<file path="config.mk">
export PLATFORM = sky130hd
export DESIGN_NAME = battery_gauge_adc_average_unit
export DESIGN_NICKNAME = d
export VERILOG_FILES = /design/src/sv/bga_pkg.sv /design/src/sv/bga_mul.sv /design/src/sv/bga_div.sv /design/src/sv/bga_charge.sv /design/src/sv/battery_gauge_adc_average_unit.sv
export SDC_FILE = /design/constraint.sdc
export NUM_CORES = 1
export LEC_CHECK = 0
export BUFFER_PORTS_ARGS = -buffer_cell sky130_fd_sc_hd__buf_2
export CAP_MARGIN = 20
export CORE_MARGIN = 8
export CORE_UTILIZATION = 41
export DETAILED_ROUTE_END_ITERATION = 12
export MAX_ROUTING_LAYER = met4
export PLACE_DENSITY_LB_ADDON = 0.3
export SETUP_SLACK_MARGIN = 0.1
export SLEW_MARGIN = 20
export SYNTH_ARGS = -nofsm -noshare
export SYNTH_HDL_FRONTEND = slang
export SYNTH_SLANG_ARGS = --single-unit
</file>
<file path="constraint.sdc">
create_clock -name clk -period 7.75 [get_ports clk]
set_clock_uncertainty 0.05 [all_clocks]
set_input_delay 1.1625 -clock clk [delete_from_list [all_inputs] [get_ports clk]]
set_output_delay 1.1625 -clock clk [all_outputs]
set_load 0.05 [all_outputs]
</file>
<file path="src/sv/bga_pkg.sv">
// Shared constants and types for the battery gauge ADC averaging unit.
// No dependencies; every other file refers to this package by scoped names.
`default_nettype none

package bga_pkg;

  localparam int unsigned SAMPLE_W  = 12;
  localparam int unsigned SUM_W     = 20;
  localparam int unsigned CNT_W     = 8;
  localparam int unsigned GAIN_W    = 16;
  localparam int unsigned OFFSET_W  = 10;
  localparam int unsigned VOLT_W    = 16;
  localparam int unsigned PCT_W     = 10;
  localparam int unsigned CFG_IDX_W = 8;
  localparam int unsigned CFG_DAT_W = 16;

  // sum * 3300 fits 32 bits, times the 16-bit gain fits 48 bits
  localparam int unsigned MCAND_W = 32;
  localparam int unsigned PROD_W  = 48;
  localparam int unsigned DEN_W   = 32;

  localparam logic [11:0] SCALE_MV = 12'd3300;

  localparam logic [CFG_IDX_W-1:0] CFG_GAIN   = 8'd0;
  localparam logic [CFG_IDX_W-1:0] CFG_OFFSET = 8'd1;

  localparam logic [GAIN_W-1:0]   GAIN_RESET   = 16'd8192;
  localparam logic [OFFSET_W-1:0] OFFSET_RESET = 10'd100;

  localparam logic [VOLT_W-1:0] FULL_MV  = 16'd4200;
  localparam logic [VOLT_W-1:0] KNEE_MV  = 16'd3200;
  localparam logic [VOLT_W-1:0] EMPTY_MV = 16'd3000;
  localparam logic [VOLT_W-1:0] VOLT_MAX = 16'hFFFF;

  localparam logic [PCT_W-1:0] PCT_FULL = 10'd1000;
  localparam logic [PCT_W-1:0] PCT_KNEE = 10'd100;

  // floor(x/10) = (x*6554)>>16 for x < 9000; floor(y/25) = (y*2622)>>16 for y < 2500
  localparam logic [12:0] RECIP_10 = 13'd6554;
  localparam logic [11:0] RECIP_25 = 12'd2622;

endpackage

`default_nettype wire

</file>
<file path="src/sv/bga_mul.sv">
// Bit-serial shift-add multiplier: one multiplier bit per cycle.
// Depends on bga_pkg for operand and product widths.
`default_nettype none

module bga_mul (
  input  wire logic                         clk,
  input  wire logic                         rst,
  input  wire logic                         start,
  input  wire logic [bga_pkg::MCAND_W-1:0]  mcand_in,
  input  wire logic [bga_pkg::GAIN_W-1:0]   mplier_in,
  output logic                              done,
  output logic [bga_pkg::PROD_W-1:0]        product
);

  logic                         busy;
  logic [3:0]                   step;
  logic [bga_pkg::PROD_W-1:0]   mcand;
  logic [bga_pkg::GAIN_W-1:0]   mplier;

  always_ff @(posedge clk) begin
    if (rst) begin
      busy <= 1'b0;
      done <= 1'b0;
      step <= '0;
    end else begin
      done <= 1'b0;
      if (start) begin
        busy    <= 1'b1;
        step    <= '0;
        product <= '0;
        mcand   <= bga_pkg::PROD_W'(mcand_in);
        mplier  <= mplier_in;
      end else if (busy) begin
        if (mplier[0]) begin
          product <= product + mcand;
        end
        mcand  <= {mcand[bga_pkg::PROD_W-2:0], 1'b0};
        mplier <= {1'b0, mplier[bga_pkg::GAIN_W-1:1]};
        step   <= step + 4'd1;
        if (step == 4'(bga_pkg::GAIN_W - 1)) begin
          busy <= 1'b0;
          done <= 1'b1;
        end
      end
    end
  end

endmodule

`default_nettype wire

</file>
<file path="src/sv/bga_div.sv">
// Restoring divider by a constant divisor, one quotient bit per cycle.
// Depends on bga_pkg for dividend and divisor widths.
`default_nettype none

module bga_div #(
  parameter logic [31:0] DIVISOR = 32'd268369920
) (
  input  wire logic                        clk,
  input  wire logic                        rst,
  input  wire logic                        start,
  input  wire logic [bga_pkg::PROD_W-1:0]  dividend,
  output logic                             done,
  output logic [bga_pkg::PROD_W-1:0]       quotient
);

  logic                        busy;
  logic [5:0]                  step;
  logic [bga_pkg::DEN_W-1:0]   rem;
  logic [bga_pkg::DEN_W:0]     trial;
  logic                        fits;

  // shift the next dividend bit into the partial remainder
  assign trial = {rem, quotient[bga_pkg::PROD_W-1]};
  assign fits  = (trial >= {1'b0, DIVISOR});

  always_ff @(posedge clk) begin
    if (rst) begin
      busy <= 1'b0;
      done <= 1'b0;
      step <= '0;
    end else begin
      done <= 1'b0;
      if (start) begin
        busy     <= 1'b1;
        step     <= '0;
        rem      <= '0;
        quotient <= dividend;
      end else if (busy) begin
        if (fits) begin
          rem <= bga_pkg::DEN_W'(trial - {1'b0, DIVISOR});
        end else begin
          rem <= trial[bga_pkg::DEN_W-1:0];
        end
        quotient <= {quotient[bga_pkg::PROD_W-2:0], fits};
        step     <= step + 6'd1;
        if (step == 6'(bga_pkg::PROD_W - 1)) begin
          busy <= 1'b0;
          done <= 1'b1;
        end
      end
    end
  end

endmodule

`default_nettype wire

</file>
<file path="src/sv/bga_charge.sv">
// State-of-charge curve: maps voltage to tenths of a percent.
// Depends on bga_pkg for thresholds and reciprocal constants.
`default_nettype none

module bga_charge (
  input  wire logic                        clk,
  input  wire logic                        rst,
  input  wire logic                        start,
  input  wire logic [bga_pkg::VOLT_W-1:0]  volt,
  output logic                             done,
  output logic [bga_pkg::PCT_W-1:0]        pct
);

  typedef enum logic [1:0] {
    RG_EMPTY,
    RG_LOW,
    RG_LINEAR,
    RG_FULL
  } region_t;

  region_t                      region;
  logic                         busy;
  logic [13:0]                  lin;     // (v - 3200) * 9
  logic [15:0]                  sq;      // (v - 3000)^2
  logic [bga_pkg::VOLT_W-1:0]   knee_diff;
  logic [bga_pkg::VOLT_W-1:0]   empty_diff;
  logic [26:0]                  lin_prod;
  logic [23:0]                  sq_prod;

  assign knee_diff  = volt - bga_pkg::KNEE_MV;
  assign empty_diff = volt - bga_pkg::EMPTY_MV;
  assign lin_prod   = 27'(lin) * 27'(bga_pkg::RECIP_10);
  assign sq_prod    = 24'(sq[15:4]) * 24'(bga_pkg::RECIP_25);

  always_ff @(posedge clk) begin
    if (rst) begin
      busy <= 1'b0;
      done <= 1'b0;
    end else begin
      done <= 1'b0;
      if (start) begin
        busy <= 1'b1;
        lin  <= 14'(knee_diff[9:0]) * 14'd9;
        sq   <= 16'(empty_diff[7:0]) * 16'(empty_diff[7:0]);
        if (volt >= bga_pkg::FULL_MV) begin
          region <= RG_FULL;
        end else if (volt <= bga_pkg::EMPTY_MV) begin
          region <= RG_EMPTY;
        end else if (volt >= bga_pkg::KNEE_MV) begin
          region <= RG_LINEAR;
        end else begin
          region <= RG_LOW;
        end
      end else if (busy) begin
        busy <= 1'b0;
        done <= 1'b1;
        case (region)
          RG_FULL:   pct <= bga_pkg::PCT_FULL;
          RG_EMPTY:  pct <= '0;
          RG_LINEAR: pct <= bga_pkg::PCT_KNEE + lin_prod[25:16];
          RG_LOW:    pct <= 10'(sq_prod[23:16]);
          default:   pct <= '0;
        endcase
      end
    end
  end

endmodule

`default_nettype wire

</file>
<file path="src/sv/battery_gauge_adc_average_unit.sv">
// Battery gauge: a sample that does not close a batch is accumulated while idle; the
// closing sample holds s_tready low while the batch goes through setup, the
// bit-serial multiply, the bit-serial divide (one bit a cycle each), saturation and
// the charge curve. Its result beat then follows, later while an older result is
// still unread. Reset (rst, synchronous, high) clears sum, count, state and output
// valid and loads divider_gain = 8192 (2.0) and offset_mv = 100.
`default_nettype none

module battery_gauge_adc_average_unit #(
  parameter int unsigned SAMPLES = 16
) (
  input  wire logic                             clk,
  input  wire logic                             rst,
  // sample stream
  input  wire logic                             s_tvalid,
  output logic                                  s_tready,
  input  wire logic [15:0]                      s_tdata,   // [11:0] sample
  // result stream
  output logic                                  m_tvalid,
  input  wire logic                             m_tready,
  output logic [31:0]                           m_tdata,   // [15:0] voltage_mv,
                                                           // [25:16] percent_tenths
  // configuration writes
  input  wire logic                             cfg_valid,
  output logic                                  cfg_ready,
  input  wire logic [bga_pkg::CFG_IDX_W-1:0]    cfg_index,
  input  wire logic [bga_pkg::CFG_DAT_W-1:0]    cfg_data
);

  // full-scale divisor: SAMPLES * 4095 * 4096, folds the average and code scale
  localparam logic [63:0] DEN_FULL = 64'(SAMPLES) * 64'd4095 * 64'd4096;
  localparam logic [31:0] DIVISOR  = DEN_FULL[31:0];

  typedef enum logic [2:0] {
    ST_IDLE,
    ST_SCALE,
    ST_MUL,
    ST_DIV,
    ST_CHG_START,
    ST_CHG,
    ST_OUT
  } state_t;

  state_t                           state;
  logic [bga_pkg::SUM_W-1:0]        sample_sum;
  logic [bga_pkg::CNT_W-1:0]        sample_count;
  logic [bga_pkg::SUM_W-1:0]        batch_sum;
  logic [bga_pkg::GAIN_W-1:0]       divider_gain;
  logic [bga_pkg::OFFSET_W-1:0]     offset_mv;
  logic [bga_pkg::VOLT_W-1:0]       volt;
  logic [bga_pkg::PCT_W-1:0]        pct_hold;

  logic                             accept;
  logic [bga_pkg::SUM_W-1:0]        sum_next;
  logic [bga_pkg::CNT_W:0]          count_next;
  logic                             batch_end;

  logic [bga_pkg::MCAND_W-1:0]      mcand;
  logic                             mul_done;
  logic [bga_pkg::PROD_W-1:0]       product;
  logic                             div_done;
  logic [bga_pkg::PROD_W-1:0]       quotient;
  logic                             chg_done;
  logic [bga_pkg::PCT_W-1:0]        chg_pct;
  logic [bga_pkg::VOLT_W:0]         volt_sum;
  logic                             out_free;

  assign s_tready  = (state == ST_IDLE);
  assign cfg_ready = 1'b1;
  assign accept    = s_tvalid && s_tready;

  assign sum_next   = sample_sum + bga_pkg::SUM_W'(s_tdata[bga_pkg::SAMPLE_W-1:0]);
  assign count_next = {1'b0, sample_count} + 9'd1;
  assign batch_end  = (count_next == 9'(SAMPLES));

  // one multiply into the multiplier's operand register: sum * 3300
  assign mcand = bga_pkg::MCAND_W'(batch_sum) * bga_pkg::MCAND_W'(bga_pkg::SCALE_MV);

  // offset plus scaled voltage, saturated at 16 bits
  assign volt_sum = 17'(quotient[bga_pkg::VOLT_W-1:0]) + 17'(offset_mv);
  assign out_free = !m_tvalid || m_tready;

  bga_mul u_mul (
    .clk       (clk),
    .rst       (rst),
    .start     (state == ST_SCALE),
    .mcand_in  (mcand),
    .mplier_in (divider_gain),
    .done      (mul_done),
    .product   (product)
  );

  bga_div #(
    .DIVISOR (DIVISOR)
  ) u_div (
    .clk      (clk),
    .rst      (rst),
    .start    (mul_done),
    .dividend (product),
    .done     (div_done),
    .quotient (quotient)
  );

  bga_charge u_charge (
    .clk   (clk),
    .rst   (rst),
    .start (state == ST_CHG_START),
    .volt  (volt),
    .done  (chg_done),
    .pct   (chg_pct)
  );

  // configuration registers; unknown indexes drop
  always_ff @(posedge clk) begin
    if (rst) begin
      divider_gain <= bga_pkg::GAIN_RESET;
      offset_mv    <= bga_pkg::OFFSET_RESET;
    end else if (cfg_valid && cfg_ready) begin
      if (cfg_index == bga_pkg::CFG_GAIN) begin
        divider_gain <= cfg_data;
      end else if (cfg_index == bga_pkg::CFG_OFFSET) begin
        offset_mv <= cfg_data[bga_pkg::OFFSET_W-1:0];
      end
    end
  end

  // sequencer: accumulate, then walk the batch through multiply, divide, curve
  always_ff @(posedge clk) begin
    if (rst) begin
      state        <= ST_IDLE;
      sample_sum   <= '0;
      sample_count <= '0;
      m_tvalid     <= 1'b0;
    end else begin
      // drop a taken beat; ST_OUT decides the valid itself
      if (m_tvalid && m_tready && state != ST_OUT) begin
        m_tvalid <= 1'b0;
      end
      case (state)
        ST_IDLE: begin
          if (accept) begin
            if (batch_end) begin
              batch_sum    <= sum_next;
              sample_sum   <= '0;
              sample_count <= '0;
              state        <= ST_SCALE;
            end else begin
              sample_sum   <= sum_next;
              sample_count <= count_next[bga_pkg::CNT_W-1:0];
            end
          end
        end
        ST_SCALE: state <= ST_MUL;
        ST_MUL: begin
          if (mul_done) begin
            state <= ST_DIV;
          end
        end
        ST_DIV: begin
          if (div_done) begin
            if (quotient[bga_pkg::PROD_W-1:bga_pkg::VOLT_W] != '0 ||
                volt_sum[bga_pkg::VOLT_W]) begin
              volt <= bga_pkg::VOLT_MAX;
            end else begin
              volt <= volt_sum[bga_pkg::VOLT_W-1:0];
            end
            state <= ST_CHG_START;
          end
        end
        ST_CHG_START: state <= ST_CHG;
        ST_CHG: begin
          if (chg_done) begin
            pct_hold <= chg_pct;
            state    <= ST_OUT;
          end
        end
        ST_OUT: begin
          // hold the result until the output register is free
          if (out_free) begin
            m_tvalid <= 1'b1;
            m_tdata  <= {6'd0, pct_hold, volt};
            state    <= ST_IDLE;
          end
        end
        default: state <= ST_IDLE;
      endcase
    end
  end

  a_count_below_batch: assert property (@(posedge clk) disable iff (rst)
    9'(sample_count) < 9'(SAMPLES))
    else $error("sample count reached batch size");

  a_batch_starts_math: assert property (@(posedge clk) disable iff (rst)
    accept && batch_end |=> state == ST_SCALE)
    else $error("closing sample did not start arithmetic");

  a_mul_done_in_mul: assert property (@(posedge clk) disable iff (rst)
    mul_done |-> state == ST_MUL)
    else $error("multiplier finished outside multiply phase");

  a_div_done_in_div: assert property (@(posedge clk) disable iff (rst)
    div_done |-> state == ST_DIV)
    else $error("divider finished outside divide phase");

  a_pct_in_range: assert property (@(posedge clk) disable iff (rst)
    m_tvalid |-> m_tdata[25:16] <= bga_pkg::PCT_FULL)
    else $error("charge beyond full scale");

endmodule

`default_nettype wire
</file>
==> qor.yml <==
yosys:
  synthCells: 2727
  avgSynthCellArea_um2: 10.6
  synth.area.top_cells: "edfxtp_1 31%, ha_1 17%, fa_1 13%"
  synth_top_area_share: 0.309
  synth_edf_count: 298
  synth_cell_type_count: 87
  synth_top_family_by_area: "adder cells"
  ys_ff_latch: 372
  synth_adder_area_share: 0.294
  synth_xor_area_frac: 0.0469
  synth-main-ff-cell: "edfxtp_1"
  yosys-mux-area-fraction: 0.0303
  synth-simple-area-share: 0.116
  synth.most_common_cell: "ha_1"
  synthTopCellsByCount: "389 x ha_1, 348 x inv_1, 298 x edfxtp_1"
  async_flop_share: 0
  ys_seq_area_frac: 0.361
  synth_compound_area_frac: 0.0962
  yosysTopAreaCell: "edfxtp_1"
  yosysWarnings: 0
  synthesis.area_um2: 28900
floorplan:
  std_cell_rows: 97
  die_w_um: 282
  dieArea_um2: 79300
  fp.dieH_um: 282
  ios: 80
  initial_core_util: 0.414
  core_area_um2: 69900
finish:
  drive_above_1_share: 0.0838
  seq_area_um2: 10400
  area_delta_synth_final_pct: 9.95
  nFillCells: 6522
  nets: 3396
  multiInputGateArea_um2: 16900
  diodes: 0
cts:
  cts_num_sinks: 372
  cts_tree: "yes"
  clk_pin_slew_worst_paths_ns: 0.06
  cts_made_buffers: 43
  h-tree-depth: 2
  ctsResizeCount: 0
  holdBufCountCts: 0
  worst_skew_pair.late_latency_ns: 0.59
  post-cts-setup-buffer-count: 0
  cts-root-buf: "clkbuf_16"
  clock_path_buffers: 3
sta:
  tns_ns: 0
  period_share: 0.821
  hold_viol: 0
  rsz0062_at_grt: "false"
  tightest_slew_ns: 1.03
  max_freq_mhz: 157
  period_minus_slack_ns: 6.36
  relSlewSlack: 0.308
  drv_slew: 0
  setup_viol: 0
run:
  timing.max_cap.violations: 0
drt:
  routed_wl_mm: 57.3
  firstDrtPassIters: 5
  routed_via_density: 5.11
  antenna_left: 0
  drc_errors: 0
  post_drt_wl_per_cell_um: 15.3
  vias: 19200
  drt_iter0_drc: 913
grt:
  grtUsageTotal: 0.149
  antenna_found_initial: 0
  grt_pass1_vias: 19800
  grt_pass1_wl_mm: 96.4
  grt_max_degree: 85
  gr-total-overflow: 0
critical_path:
  cp-start-kind: "flop"
  crit_start: "u_charge.lin[6]$_DFFE_PP_"
  required_ns: 8.03
  rr_startpoint: "u_charge.lin[6]$_DFFE_PP_"
  path_max_fanout: 5
  crit_arrival_ns: 6.64
  cp-end-kind: "flop"
  reg2reg_slack_ns: 1.39
  crit_type: "reg -> reg"
status:
  outcome: "completed"
pwr:
  powerDensity_nw_per_um2: 138
  p_leak_nw: 14.0
  ir_drop_uv: 159
  power.total_w: 0.00439
placed_design:
  hpwl_mm: 45.2
  port_buffers: 68
  gp_congestion: 0.861
hold_path:
  min_path_type: "reg -> reg"
  min_from: "pct_hold[2]$_DFFE_PP_"
-- cells by family (layout without fill, tap and decap cells) --
kind of cell    count (synthesis)  after routing
other cells                     2              7
simple gates                  685            685
fa+ha+maj                     570            570
flops                         372            372
xor+xnor                      155            155
buf+inv                       428            512
compound gates                433            433
mux                            82             82
-- cell type report --
type / count / share of cell area
sequential: 372 / 0.328
clock buffer: 51 / 0.0361
inverter: 349 / 0.0412
tap: 940 / 0.0370
multi-input combinational: 1932 / 0.532
timing repair buffer: 83 / 0.0144
clock inverter: 29 / 0.0109
-- registers in the layout (all words and copies together), names as in the netlist, 2 cells and up --
signal / count
u_charge.sq: 13
pct_hold: 10
u_div.rem: 32
u_mul.mplier: 16
u_mul.mcand: 46
u_div.quotient: 48
batch_sum: 20
state: 3
u_div.step: 6
u_mul.step: 4
u_charge.pct: 10
u_charge.region: 2
sample_sum: 20
u_charge.lin: 13
divider_gain: 16
u_mul.product: 46
volt: 16
sample_count: 8
offset_mv: 10
m_tdata: 26
-- placed cells by master (no fill, tap or decap), types with 57 or more instances in the layout --
cell      synthesis  routed
o21ai_0         105     105
nand2_1         194     194
ha_1            389     389
a21oi_1         124     123
xnor2_1          91      91
dfxtp_1          74      73
inv_1           348     348
buf_2             1      68
xor2_1           64      64
a21o_1           57      57
nor2_1          178     174
fa_1            181     181
edfxtp_1        298     298
-- metrics by stage --
step | worst slack [ns] | hold WS, ns | instances | instance area, um2 | utilization
after CTS | 1.39 | 0.369 | 3755 | 31800 | 0.455
after floorplan | 2.09 | 0.350 | 2732 | 28900 | -
final | 1.39 | 0.369 | 3756 | 31800 | 0.455
after global placement | 1.50 | 0.352 | 3675 | 30300 | 0.433
after global routing | 1.08 | 0.373 | 3756 | 31800 | 0.455
after detailed placement | 1.41 | 0.355 | 3675 | 30300 | 0.433
-- metal layers --
layer	part of all wire	wire, um	up-vias	track usage
li1	-	-	9566	-
met1	0.45	26100	9313	0.185
met2	0.49	28200	238	0.256
met3	0.032	1820	81	0.0208
met4	0.022	1250	0	0.0384
met5	0	0	-	-
-- path summary, 6_finish.rpt --
check / endpoint / depth (start not counted)
setup reg to reg: u_charge.pct[9]$_SDFFCE_PN1P_ / 21
hold reg to reg: m_tdata[18]$_DFFE_PP_ / 0
hold / removal: m_tdata[18]$_DFFE_PP_ / 0
setup / recovery: u_charge.pct[9]$_SDFFCE_PN1P_ / 21
-- power breakdown --
part / internal (W) / leakage (nW) / switching, W
registers: 0.00215 / 3.27 / 0.0000101
clock network: 0.00122 / 0.701 / 0.000881
logic: 0.0000510 / 10.0 / 0.0000813
total: 0.00342 / 14.0 / 0.000973
-- worst max-delay path, stage by stage, from the launching register on --
cell and delay [ns]:
edfxtp_1 0.51, ha_1 0.34, inv_1 0.08, fa_1 0.54
inv_1 0.05, fa_1 0.50, fa_1 0.55, inv_1 0.05
fa_1 0.54, inv_1 0.05, ha_1 0.32, nand4_1 0.15
a21oi_1 0.11, nor4b_2 0.61, nor3_2 0.12, o31a_1 0.33
o21a_1 0.20, nor2_1 0.15, o21ai_0 0.17, or3_1 0.37
o221ai_1 0.22, a221oi_2 0.09
(Power assumes the default switching activity.)
